`src/rtl/stl_pkg.sv`:
```
package stl_pkg;

  typedef enum logic [6:0] {
    MODE_IDLE  = 7'b0000001,
    MODE_IDENT = 7'b0000010,
    MODE_INT   = 7'b0000100,
    MODE_FRAC  = 7'b0001000,
    MODE_STR   = 7'b0010000,
    MODE_ESC   = 7'b0100000,
    MODE_SEL   = 7'b1000000
  } mode_t;

  localparam logic [4:0] KIND_IDENT    = 5'd0;
  localparam logic [4:0] KIND_STRING   = 5'd16;
  localparam logic [4:0] KIND_NUMBER   = 5'd17;
  localparam logic [4:0] KIND_SELECTOR = 5'd18;
  localparam logic [4:0] KIND_LBRACE   = 5'd19;
  localparam logic [4:0] KIND_RBRACE   = 5'd20;
  localparam logic [4:0] KIND_LBRACK   = 5'd21;
  localparam logic [4:0] KIND_RBRACK   = 5'd22;
  localparam logic [4:0] KIND_LPAREN   = 5'd23;
  localparam logic [4:0] KIND_RPAREN   = 5'd24;
  localparam logic [4:0] KIND_SEMI     = 5'd25;
  localparam logic [4:0] KIND_COLON    = 5'd26;
  localparam logic [4:0] KIND_EQUAL    = 5'd27;
  localparam logic [4:0] KIND_COMMA    = 5'd28;
  localparam logic [4:0] KIND_DOT      = 5'd29;
  localparam logic [4:0] KIND_UNKNOWN  = 5'd30;
  localparam logic [4:0] KIND_EOF      = 5'd31;

  localparam int NUM_KW = 15;
  localparam int MAX_RES = 4;

  // keyword text, right-justified, first char in the highest used byte
  localparam logic [79:0] KW_TEXT [NUM_KW] = '{
    80'("vir"), 80'("listen"), 80'("delegate"), 80'("animate"), 80'("target"),
    80'("duration"), 80'("easing"), 80'("begin"), 80'("when"), 80'("end"),
    80'("loop"), 80'("direction"), 80'("delay"), 80'("callback"), 80'("at")
  };
  localparam logic [3:0] KW_LEN [NUM_KW] = '{
    4'd3, 4'd6, 4'd8, 4'd7, 4'd6, 4'd8, 4'd6, 4'd5, 4'd4, 4'd3, 4'd4, 4'd9, 4'd5,
    4'd8, 4'd2
  };

  function automatic logic is_alpha(input logic [7:0] c);
    return (c >= 8'h61 && c <= 8'h7a) || (c >= 8'h41 && c <= 8'h5a);
  endfunction

  function automatic logic is_digit(input logic [7:0] c);
    return c >= 8'h30 && c <= 8'h39;
  endfunction

  function automatic logic is_space(input logic [7:0] c);
    return c == 8'h20 || (c >= 8'h09 && c <= 8'h0d);
  endfunction

  function automatic logic [14:0] kw_step(input logic [14:0] m, input logic [3:0] len,
                                          input logic [7:0] c);
    logic [14:0] r;
    int p;
    r = m;
    for (int k = 0; k < NUM_KW; k++) begin
      p = (int'(KW_LEN[k]) - 1 - int'(len)) * 8;
      if (len >= KW_LEN[k]) begin
        r[k] = 1'b0;
      end else if (KW_TEXT[k][p +: 8] != c) begin
        r[k] = 1'b0;
      end
    end
    return r;
  endfunction

  function automatic logic [4:0] kw_kind(input logic [14:0] m, input logic [3:0] len);
    logic [4:0] r;
    r = KIND_IDENT;
    for (int k = NUM_KW - 1; k >= 0; k--) begin
      if (m[k] && KW_LEN[k] == len) r = 5'(k + 1);
    end
    return r;
  endfunction

  function automatic logic [4:0] punct_kind(input logic [7:0] c);
    logic [4:0] r;
    case (c)
      8'h7b: r = KIND_LBRACE;
      8'h7d: r = KIND_RBRACE;
      8'h5b: r = KIND_LBRACK;
      8'h5d: r = KIND_RBRACK;
      8'h28: r = KIND_LPAREN;
      8'h29: r = KIND_RPAREN;
      8'h3b: r = KIND_SEMI;
      8'h3a: r = KIND_COLON;
      8'h3d: r = KIND_EQUAL;
      8'h2c: r = KIND_COMMA;
      8'h2e: r = KIND_DOT;
      default: r = KIND_UNKNOWN;
    endcase
    return r;
  endfunction

endpackage

```
`src/rtl/stl_lexer.sv`:
```
module stl_lexer #(
  parameter int LINE_WIDTH = 20,
  parameter int COLUMN_WIDTH = 16,
  localparam int RW = 15 + LINE_WIDTH + COLUMN_WIDTH
) (
  input  logic          clk,
  input  logic          rst_n,
  input  logic          fire,
  input  logic [7:0]    char_in,
  input  logic          has_char,
  input  logic          end_of_source,
  output logic [RW-1:0] recs [stl_pkg::MAX_RES],
  output logic [2:0]    rec_n
);

  stl_pkg::mode_t mode_r, mode_nxt;
  logic obp_r, obp_nxt, cbp_r, cbp_nxt, qs_r, qs_nxt;
  logic [14:0] km_r, km_nxt;
  logic [3:0] il_r, il_nxt;
  logic [LINE_WIDTH-1:0] lc_r, lc_nxt;
  logic [COLUMN_WIDTH-1:0] cc_r, cc_nxt, tsc_r, tsc_nxt;
  logic do_idle, skip;

  function automatic logic [RW-1:0] mk(input logic [4:0] kind, input logic [7:0] b,
                                       input logic hb, input logic done,
                                       input logic [LINE_WIDTH-1:0] ln,
                                       input logic [COLUMN_WIDTH-1:0] col);
    return {col, ln, done, hb, b, kind};
  endfunction

  always_comb begin
    mode_nxt = mode_r;
    obp_nxt = obp_r;
    cbp_nxt = cbp_r;
    qs_nxt = qs_r;
    km_nxt = km_r;
    il_nxt = il_r;
    lc_nxt = lc_r;
    cc_nxt = cc_r;
    tsc_nxt = tsc_r;
    rec_n = 3'd0;
    do_idle = 1'b0;
    skip = 1'b0;
    for (int i = 0; i < stl_pkg::MAX_RES; i++) recs[i] = '0;
    if (fire && has_char) begin
      case (mode_nxt)
        stl_pkg::MODE_IDENT: begin
          if (stl_pkg::is_alpha(char_in) || stl_pkg::is_digit(char_in) ||
              char_in == 8'h5f) begin
            km_nxt = stl_pkg::kw_step(km_nxt, il_nxt, char_in);
            if (il_nxt != 4'd15) il_nxt = il_nxt + 4'd1;
            recs[rec_n[1:0]] = mk(5'd0, char_in, 1'b1, 1'b0, '0, '0);
            rec_n = rec_n + 3'd1;
            if (cc_nxt != '1) cc_nxt = cc_nxt + 1'b1;
          end else begin
            recs[rec_n[1:0]] = mk(stl_pkg::kw_kind(km_nxt, il_nxt), 8'd0, 1'b0, 1'b1,
                                  lc_nxt, tsc_nxt);
            rec_n = rec_n + 3'd1;
            mode_nxt = stl_pkg::MODE_IDLE;
            do_idle = 1'b1;
          end
        end
        stl_pkg::MODE_INT, stl_pkg::MODE_FRAC: begin
          if (stl_pkg::is_digit(char_in) ||
              (char_in == 8'h2e && mode_nxt == stl_pkg::MODE_INT)) begin
            recs[rec_n[1:0]] = mk(5'd0, char_in, 1'b1, 1'b0, '0, '0);
            rec_n = rec_n + 3'd1;
            if (cc_nxt != '1) cc_nxt = cc_nxt + 1'b1;
            if (char_in == 8'h2e) mode_nxt = stl_pkg::MODE_FRAC;
          end else begin
            recs[rec_n[1:0]] = mk(stl_pkg::KIND_NUMBER, 8'd0, 1'b0, 1'b1, lc_nxt, tsc_nxt);
            rec_n = rec_n + 3'd1;
            mode_nxt = stl_pkg::MODE_IDLE;
            do_idle = 1'b1;
          end
        end
        stl_pkg::MODE_STR: begin
          if (cc_nxt != '1) cc_nxt = cc_nxt + 1'b1;
          if (char_in == (qs_nxt ? 8'h27 : 8'h22)) begin
            recs[rec_n[1:0]] = mk(stl_pkg::KIND_STRING, 8'd0, 1'b0, 1'b1, lc_nxt, tsc_nxt);
            rec_n = rec_n + 3'd1;
            mode_nxt = stl_pkg::MODE_IDLE;
          end else if (char_in == 8'h5c) begin
            mode_nxt = stl_pkg::MODE_ESC;
          end else begin
            recs[rec_n[1:0]] = mk(5'd0, char_in, 1'b1, 1'b0, '0, '0);
            rec_n = rec_n + 3'd1;
          end
        end
        stl_pkg::MODE_ESC: begin
          if (cc_nxt != '1) cc_nxt = cc_nxt + 1'b1;
          recs[rec_n[1:0]] = mk(5'd0, char_in, 1'b1, 1'b0, '0, '0);
          rec_n = rec_n + 3'd1;
          mode_nxt = stl_pkg::MODE_STR;
        end
        stl_pkg::MODE_SEL: begin
          if (cc_nxt != '1) cc_nxt = cc_nxt + 1'b1;
          if (cbp_nxt) begin
            cbp_nxt = 1'b0;
            if (char_in == 8'h7d) begin
              recs[rec_n[1:0]] = mk(stl_pkg::KIND_SELECTOR, 8'd0, 1'b0, 1'b1,
                                    lc_nxt, tsc_nxt);
              rec_n = rec_n + 3'd1;
              mode_nxt = stl_pkg::MODE_IDLE;
              skip = 1'b1;
            end else begin
              recs[rec_n[1:0]] = mk(5'd0, 8'h7d, 1'b1, 1'b0, '0, '0);
              rec_n = rec_n + 3'd1;
            end
          end
          if (!skip) begin
            if (char_in == 8'h7d) begin
              cbp_nxt = 1'b1;
            end else begin
              recs[rec_n[1:0]] = mk(5'd0, char_in, 1'b1, 1'b0, '0, '0);
              rec_n = rec_n + 3'd1;
            end
          end
        end
        default: begin
          mode_nxt = stl_pkg::MODE_IDLE;
          if (obp_nxt) begin
            obp_nxt = 1'b0;
            if (char_in == 8'h7b) begin
              mode_nxt = stl_pkg::MODE_SEL;
              cbp_nxt = 1'b0;
              if (cc_nxt != '1) cc_nxt = cc_nxt + 1'b1;
            end else begin
              recs[rec_n[1:0]] = mk(stl_pkg::KIND_LBRACE, 8'h7b, 1'b1, 1'b1, lc_nxt, tsc_nxt);
              rec_n = rec_n + 3'd1;
              do_idle = 1'b1;
            end
          end else begin
            do_idle = 1'b1;
          end
        end
      endcase

      // byte seen between tokens
      if (do_idle) begin
        if (stl_pkg::is_space(char_in)) begin
          if (char_in == 8'h0a) begin
            if (lc_nxt != '1) lc_nxt = lc_nxt + 1'b1;
            cc_nxt = COLUMN_WIDTH'(1);
          end else if (cc_nxt != '1) begin
            cc_nxt = cc_nxt + 1'b1;
          end
        end else begin
          tsc_nxt = cc_nxt;
          if (cc_nxt != '1) cc_nxt = cc_nxt + 1'b1;
          if (stl_pkg::is_alpha(char_in) || char_in == 8'h5f) begin
            mode_nxt = stl_pkg::MODE_IDENT;
            km_nxt = stl_pkg::kw_step(15'h7fff, 4'd0, char_in);
            il_nxt = 4'd1;
            recs[rec_n[1:0]] = mk(5'd0, char_in, 1'b1, 1'b0, '0, '0);
            rec_n = rec_n + 3'd1;
          end else if (char_in == 8'h22 || char_in == 8'h27) begin
            mode_nxt = stl_pkg::MODE_STR;
            qs_nxt = (char_in == 8'h27);
          end else if (stl_pkg::is_digit(char_in)) begin
            mode_nxt = stl_pkg::MODE_INT;
            recs[rec_n[1:0]] = mk(5'd0, char_in, 1'b1, 1'b0, '0, '0);
            rec_n = rec_n + 3'd1;
          end else if (char_in == 8'h7b) begin
            obp_nxt = 1'b1;
          end else begin
            recs[rec_n[1:0]] = mk(stl_pkg::punct_kind(char_in), char_in, 1'b1, 1'b1,
                                  lc_nxt, tsc_nxt);
            rec_n = rec_n + 3'd1;
          end
        end
      end
    end

    if (fire && end_of_source) begin
      case (mode_nxt)
        stl_pkg::MODE_IDENT: begin
          recs[rec_n[1:0]] = mk(stl_pkg::kw_kind(km_nxt, il_nxt), 8'd0, 1'b0, 1'b1,
                                lc_nxt, tsc_nxt);
          rec_n = rec_n + 3'd1;
        end
        stl_pkg::MODE_INT, stl_pkg::MODE_FRAC: begin
          recs[rec_n[1:0]] = mk(stl_pkg::KIND_NUMBER, 8'd0, 1'b0, 1'b1, lc_nxt, tsc_nxt);
          rec_n = rec_n + 3'd1;
        end
        stl_pkg::MODE_STR, stl_pkg::MODE_ESC: begin
          recs[rec_n[1:0]] = mk(stl_pkg::KIND_STRING, 8'd0, 1'b0, 1'b1, lc_nxt, tsc_nxt);
          rec_n = rec_n + 3'd1;
        end
        stl_pkg::MODE_SEL: begin
          if (cbp_nxt) begin
            recs[rec_n[1:0]] = mk(5'd0, 8'h7d, 1'b1, 1'b0, '0, '0);
            rec_n = rec_n + 3'd1;
          end
          recs[rec_n[1:0]] = mk(stl_pkg::KIND_SELECTOR, 8'd0, 1'b0, 1'b1, lc_nxt, tsc_nxt);
          rec_n = rec_n + 3'd1;
        end
        default: begin
          if (obp_nxt) begin
            recs[rec_n[1:0]] = mk(stl_pkg::KIND_LBRACE, 8'h7b, 1'b1, 1'b1, lc_nxt, tsc_nxt);
            rec_n = rec_n + 3'd1;
          end
        end
      endcase
      recs[rec_n[1:0]] = mk(stl_pkg::KIND_EOF, 8'd0, 1'b0, 1'b1, lc_nxt, cc_nxt);
      rec_n = rec_n + 3'd1;
      mode_nxt = stl_pkg::MODE_IDLE;
      obp_nxt = 1'b0;
      cbp_nxt = 1'b0;
      qs_nxt = 1'b0;
      km_nxt = 15'h7fff;
      il_nxt = 4'd0;
      lc_nxt = LINE_WIDTH'(1);
      cc_nxt = COLUMN_WIDTH'(1);
      tsc_nxt = COLUMN_WIDTH'(1);
    end
  end

  always_ff @(posedge clk) begin
    if (!rst_n) begin
      mode_r <= stl_pkg::MODE_IDLE;
      obp_r <= 1'b0;
      cbp_r <= 1'b0;
      qs_r <= 1'b0;
      km_r <= 15'h7fff;
      il_r <= 4'd0;
      lc_r <= LINE_WIDTH'(1);
      cc_r <= COLUMN_WIDTH'(1);
      tsc_r <= COLUMN_WIDTH'(1);
    end else begin
      mode_r <= mode_nxt;
      obp_r <= obp_nxt;
      cbp_r <= cbp_nxt;
      qs_r <= qs_nxt;
      km_r <= km_nxt;
      il_r <= il_nxt;
      lc_r <= lc_nxt;
      cc_r <= cc_nxt;
      tsc_r <= tsc_nxt;
    end
  end

endmodule

```
`src/rtl/stl_out_fifo.sv`:
```
module stl_out_fifo #(
  parameter int RW = 51
) (
  input  logic          clk,
  input  logic          rst_n,
  input  logic [RW-1:0] wr_recs [stl_pkg::MAX_RES],
  input  logic [2:0]    wr_n,
  output logic          space_ok,
  output logic          rd_valid,
  input  logic          rd_ready,
  output logic [RW-1:0] rd_rec,
  output logic          rd_last
);

  logic [RW:0] mem_r [8];
  logic [2:0] wr_ptr_r, rd_ptr_r;
  logic [3:0] count_r, count_nxt;
  logic pop;

  assign rd_valid = count_r != 4'd0;
  assign pop = rd_valid && rd_ready;
  assign {rd_last, rd_rec} = mem_r[rd_ptr_r];
  // room for a full burst of records from one request
  assign space_ok = count_r <= 4'd4;
  assign count_nxt = count_r + {1'b0, wr_n} - {3'd0, pop};

  always_ff @(posedge clk) begin
    for (int i = 0; i < stl_pkg::MAX_RES; i++) begin
      if (3'(i) < wr_n) mem_r[wr_ptr_r + 3'(i)] <= {(3'(i + 1) == wr_n), wr_recs[i]};
    end
  end

  always_ff @(posedge clk) begin
    if (!rst_n) begin
      wr_ptr_r <= 3'd0;
      rd_ptr_r <= 3'd0;
      count_r <= 4'd0;
    end else begin
      wr_ptr_r <= wr_ptr_r + wr_n;
      if (pop) rd_ptr_r <= rd_ptr_r + 3'd1;
      count_r <= count_nxt;
    end
  end

endmodule

```
`src/rtl/script_token_lexer_top.sv`:
```
// streaming lexer for a small script dialect
// input channel: one request per source byte; in_tdata is the byte, in_tuser
// says whether the byte is present, in_tlast marks the end of the source
// output channel: token records; byte records carry one value byte, an end
// record closes the token with kind, line and start column; an eof token ends
// the source, after which all lexer state is back at its reset values
// out_tlast flags the final record caused by one input request
// records of a request are registered into the output queue when it is accepted
// throughput: one request per cycle while each makes at most one record and
// out_tready stays high; a request making up to four records drains through an
// 8-entry output queue at one record per cycle while out_tready is high, and
// in_tready drops while fewer than four entries are free
// reset: synchronous active-low, clears the lexer state and empties the queue
// stall: a low out_tready holds the head record; input keeps being taken until
// the queue is near full
module script_token_lexer_top #(
  parameter int LINE_WIDTH = 20,
  parameter int COLUMN_WIDTH = 16,
  localparam int RW = 15 + LINE_WIDTH + COLUMN_WIDTH,
  localparam int DW = ((RW + 7) / 8) * 8
) (
  input  logic          clk,
  input  logic          rst_n,
  input  logic          in_tvalid,
  output logic          in_tready,
  input  logic [7:0]    in_tdata,   // char_in
  input  logic          in_tuser,   // has_char
  input  logic          in_tlast,   // end_of_source
  output logic          out_tvalid,
  input  logic          out_tready,
  output logic [DW-1:0] out_tdata,  // kind, text_byte, has_byte, token_done, line, column
  output logic          out_tlast   // last
);

  logic fire;
  logic [RW-1:0] recs [stl_pkg::MAX_RES];
  logic [2:0] rec_n;
  logic [RW-1:0] head;

  assign fire = in_tvalid && in_tready;
  assign out_tdata = DW'(head);

  stl_lexer #(.LINE_WIDTH(LINE_WIDTH), .COLUMN_WIDTH(COLUMN_WIDTH)) u_lexer (
    .clk(clk),
    .rst_n(rst_n),
    .fire(fire),
    .char_in(in_tdata),
    .has_char(in_tuser),
    .end_of_source(in_tlast),
    .recs(recs),
    .rec_n(rec_n)
  );

  stl_out_fifo #(.RW(RW)) u_fifo (
    .clk(clk),
    .rst_n(rst_n),
    .wr_recs(recs),
    .wr_n(rec_n),
    .space_ok(in_tready),
    .rd_valid(out_tvalid),
    .rd_ready(out_tready),
    .rd_rec(head),
    .rd_last(out_tlast)
  );

endmodule

```
`config.mk`:
```
export PLATFORM = sky130hd
export DESIGN_NAME = script_token_lexer_top
export DESIGN_NICKNAME = d
export VERILOG_FILES = /design/src/rtl/stl_pkg.sv /design/src/rtl/stl_lexer.sv /design/src/rtl/stl_out_fifo.sv /design/src/rtl/script_token_lexer_top.sv
export SDC_FILE = /design/constraint.sdc
export NUM_CORES = 2
export LEC_CHECK = 0
export ABC_CLOCK_PERIOD_IN_PS = 12400
export BUFFER_PORTS_ARGS = -buffer_cell sky130_fd_sc_hd__buf_2
export CAP_MARGIN = 20
export CORE_MARGIN = 1
export CORE_UTILIZATION = 65
export CTS_CLUSTER_SIZE = 30
export DETAILED_ROUTE_END_ITERATION = 10
export GPL_TIMING_DRIVEN = 0
export PLACE_DENSITY = 0.82
export SLEW_MARGIN = 10
export SYNTH_ARGS = -nofsm -noshare
export SYNTH_HDL_FRONTEND = slang
export SYNTH_HIERARCHICAL = 1
export SYNTH_SLANG_ARGS = --single-unit
```
`constraint.sdc`:
```
create_clock -name clk -period 12.4 [get_ports clk]
set_clock_uncertainty 0.2 [all_clocks]
set_input_delay 1.86 -clock clk [delete_from_list [all_inputs] [get_ports clk]]
set_output_delay 1.86 -clock clk [all_outputs]
set_load 0.01 [all_outputs]
```
==> results.md, run 1 <==
* Dpl cell area at 48100 µm²
* Most frequent cells after synthesis: o21ai_0, a22oi_1, clkbuf_1
* Overall routing resource usage at about four fifths
* CTS sink count at between 500 and 600
* Synth Warn # at 6
* Post-CTS Repair Setup Buffers at 0
* CTS Buf Count at 55
* Top cell type's share of synthesized area at 27.1%
* H-tree levels at 2
* Async S/R FF share, synth at 0%
* Seq/Total Area, Yosys at 31.2%
* Root buffer cell: clkbuf_16
* IO Port Bufs at 64
* Die Wd at around 270 µm
* Die H at 268 µm
* Synth area leaders: edfxtp_1, mux2i_1, a22oi_1
* EDFF count, synth at 416
* HPWL Detailed at ~180000 µm
* Cell count after synthesis at between 5000 and 6000
* Area leader, netlist: edfxtp_1
* Synth Cell Area at 46100 µm²
* Largest net degree at the start of global routing at ~50
* Last stage: global routing (5_1_grt)
* Longest Clk Path Bufs at 3
* Grt total ovfl at 52
* Distinct cells, synth at 120
* Starting Density at 65.8%
* Rows at 97
* Top-count cell post-synth: o21ai_0
* Err: [ERROR GRT-0232] Routing congestion too high. Check the congestion heatmap in the GUI.
* Final Wtd Congestion at 1.27
* Run status: did not finish
* Syn_area_per_cell at 8.54 µm²
* IO Count at 73
* Synth Flop Type: edfxtp_1
* Number of synthesized register bits at 510
metrics by stage:
stage               std cells  setup slack, ps
floorplan                5401             2320
global placement         6405            -3690
detailed placement       6433             -805
CTS                      6529             35.1
layer usage:
metal	overflow	GRT usage, %
met2	30	92.1
met1	2	82.7
met3	6	72.2
met5	0	56.7
met4	14	74.6
logic make-up after synthesis:
| group | share of synthesized area, % |
|---|---|
| AOI/OAI and AO/OA | 28.4 |
| and+or+nand+nor | 13.7 |
| buffers and inverters | 7.11 |
| muxes | 16.4 |
| DFF | 31.2 |
| xor gates and xnor gates | 1.74 |
| adders and majority gates | 1.49 |
| other | 0.00814 |
repair_timing:
action                     4_1_cts
pin swaps                        0
gates resized for setup          2
hold buffers                     0
setup endpoints to repair       69
==> run 2, diff against run 1 <==
- CORE_UTILIZATION: 65 -> 40
- CTS_CLUSTER_SIZE: 30 -> unset
- PLACE_DENSITY: 0.82 -> unset
- PLACE_DENSITY_LB_ADDON: unset -> 0.15
==> results.md, run 2 <==
* Run status: finished with violations
* Violated checks: max-slew violations, negative setup slack
* Layout cells sized above 1 at 12.5%
* Worst-skew pair later-pin latency at 670 ps
* Post-CTS Repair Setup Buffers at 0
* Final period util at 100%
* Reg area at between 10000 and 15000 µm²
* Most common cell after layout, fill and taps aside: o21ai_0
* Initial drt markers at 8452
* Final Setup Violations at 27
* Die Wd at 341 µm
* Synth Cell Area at roughly 46000 µm²
* NumNets Final at 5685
* Fill cell count at about 11000
* Top-count cell post-synth: o21ai_0
* Routed Antenna Nets at 0
* Hold Crit Class: reg2reg
* Area leader, netlist: edfxtp_1
* Top reg by flops: u_fifo/mem_r
* Actual slew at the worst max-slew pin at 1590 ps
* Die Area at 117000 µm²
* Distinct cells, synth at 120
* Largest net degree at the start of global routing at 41
* Worst path required time at 12520 ps
* Final instance area at 51800 µm²
* First-pass GRT wire length at 391000 µm
* Longest Clk Path Bufs at 3
* CTS tree: done
* Pre-CTS WS at -1340 ps
* Initial antenna violation count at 34
* Crit path max-delay family: buffers and inverters
* Dpl cell area at roughly 49000 µm²
* CP Capture Type: flip-flop
* H-tree levels at 3
* Core area at about 110000 µm²
* Starting Density at 40.3%
* Most frequent cells after synthesis: o21ai_0, a22oi_1, clkbuf_1
* IO Port Bufs at 64
* Critical-path top delay cell: clkbuf_1
* EDFF count, synth at 416
* Biggest regs: u_fifo/mem_r: 416 flops, u_lexer/lc_r: 20 flops
* CTS Buf Count at between 60 and 70
* Number of synthesized register bits at a little over 500
* Setup WS post-layout at -40.5 ps
* Overall routing resource usage at a little under half
* Critical path's largest stage delay at ~790 ps
* Setup crit start kind: input port
* Vias per cell at 7.20
* Multi-input logic area at 28700 µm²
* Grt total ovfl at 0
* Total Wirelength at 287000 µm
* P per Cell Area at 135 nW/µm²
* Leak at 16.7 nW
* Top cell type's share of synthesized area at 27.1%
* Drt pass-1 iters at 8
* Vias at 51872
* Min Clock Period, post-route at between 10000 and 15000 ps
* Unrepaired setup endpoints after global routing: no
* Drt drc at 0
* IO Count at 73
* Synth Warn # at 6
* HPWL Detailed at 218000 µm
* Seq/Total Area, Yosys at between 30 and 40%
* Synth Flop Type: edfxtp_1
* Die H at ~340 µm
* Hold Vio Cnt, Final at 0
* Cell count after synthesis at approximately 5400
* Critical path buffer and inverter count at 9
* Kind of critical path: in2reg
* Most frequent cells in the layout: o21ai_0, a22oi_1, clkbuf_1, mux2i_1, nand2_1
* Synth area leaders: edfxtp_1, mux2i_1, a22oi_1
* Hold-fix buffers at CTS at 0
* Crit Path Max Fanout at 30
* Rows at 124
* Root buffer cell: clkbuf_16
* Power Total at 6.97 mW
* Async S/R FF share, synth at 0%
* Worst path most repeated cell: clkbuf_1
* Slew Limit Fails at 5
* Fmax at 0.0804 GHz
* Number of global-route vias before repair at 48079
* WP data arrival at 12560 ps
* Max FFs per register at 416
* Max Cap Viol at 0
* Clk pin slew, worst setup/hold paths at 60 ps
* Syn_area_per_cell at approximately 8.5 µm²
* Fin Setup TNS at -433 ps
* Peak VDD IR at 0.0860 mV
* Final Wtd Congestion at around 1.1
* CTS sink count at just over 500
* P&R area growth vs syn at 12.4%
* Max transition margin at -5.69%
* Avg WL per Cell at approximately 40 µm
## run 2: cell counts after synthesis
Identical to the previous run, type by type.
## run 2: power by group
part	switching [mW]	internal [mW]	leakage, nW	total, mW
Sequential	0.0492	2.07	4.71	2.12
Combinational	1.90	0.909	10.9	2.81
Clock	0.856	1.18	1.06	2.04
Total	2.81	4.16	16.7	6.97
## run 2: metrics by stage
stage / util, % / cells / hold slack, ps
global placement: 42.2 / 6977 / 264
floorplan: - / 5401 / 241
CTS: 45.2 / 7174 / 275
finish: 45.3 / 7202 / 282
detailed placement: 43.3 / 7056 / 268
global route: 45.3 / 7183 / 305
## run 2: area by class of cell
type | count | area share, %
diodes | 20 | 0.0966
plain buffers | 726 | 5.86
clock buffers | 82 | 3.40
clock inverters | 37 | 0.848
inverters | 65 | 0.471
multi-input cells | 4099 | 55.3
flip-flops and latches | 510 | 27.7
well taps | 1512 | 3.65
repair buffers | 151 | 2.61
## run 2: per-layer routing
metal | routed length, µm | global-route usage, %
met1 | 104000 | 57.5
met2 | 121000 | 70.9
met3 | 39500 | 17.9
met4 | 22300 | 31.5
met5 | 212 | 0.123
## run 2: timing repair
| action | in CTS | in global routing |
|---|---|---|
| resized for setup | 1 | 7 |
| endpoints found under the hold margin | 0 | 0 |
| endpoints found under the setup margin | 422 | 310 |
## run 2: path summary, 6_finish.rpt
check                         start                   to  cells past startpoint  slack, ps
setup / recovery        in_tdata[0]  u_fifo/mem_r[7][25]                     27        -40
hold / removal         u_lexer/qs_r         u_lexer/qs_r                      2        280
setup reg to reg  u_fifo/count_r[1]  u_fifo/mem_r[7][25]                     30        790
hold reg to reg        u_lexer/qs_r         u_lexer/qs_r                      2        280
## run 2: kinds of logic (layout without fill, tap and decap cells)
family	count (synthesis)	count (layout)	share of synthesized area (%)
compound gates	2018	2018	28.4
xor+xnor	89	89	1.74
fa+ha+maj	54	54	1.49
buf+inv	792	1061	7.11
flops	510	510	31.2
mux	615	615	16.4
other cells	1	25	0.00814
simple gates	1318	1318	13.7
## run 2: worst register-to-register path: cells and delay by family, from the launching register on
kind / cells / cell delay, ps
buf+inv: 12 / 5820
flops: 1 / 340
compound gates: 7 / 1590
simple gates: 8 / 2380
fa+ha+maj: 3 / 880
No activity file was read; power rests on OpenSTA's default activity.
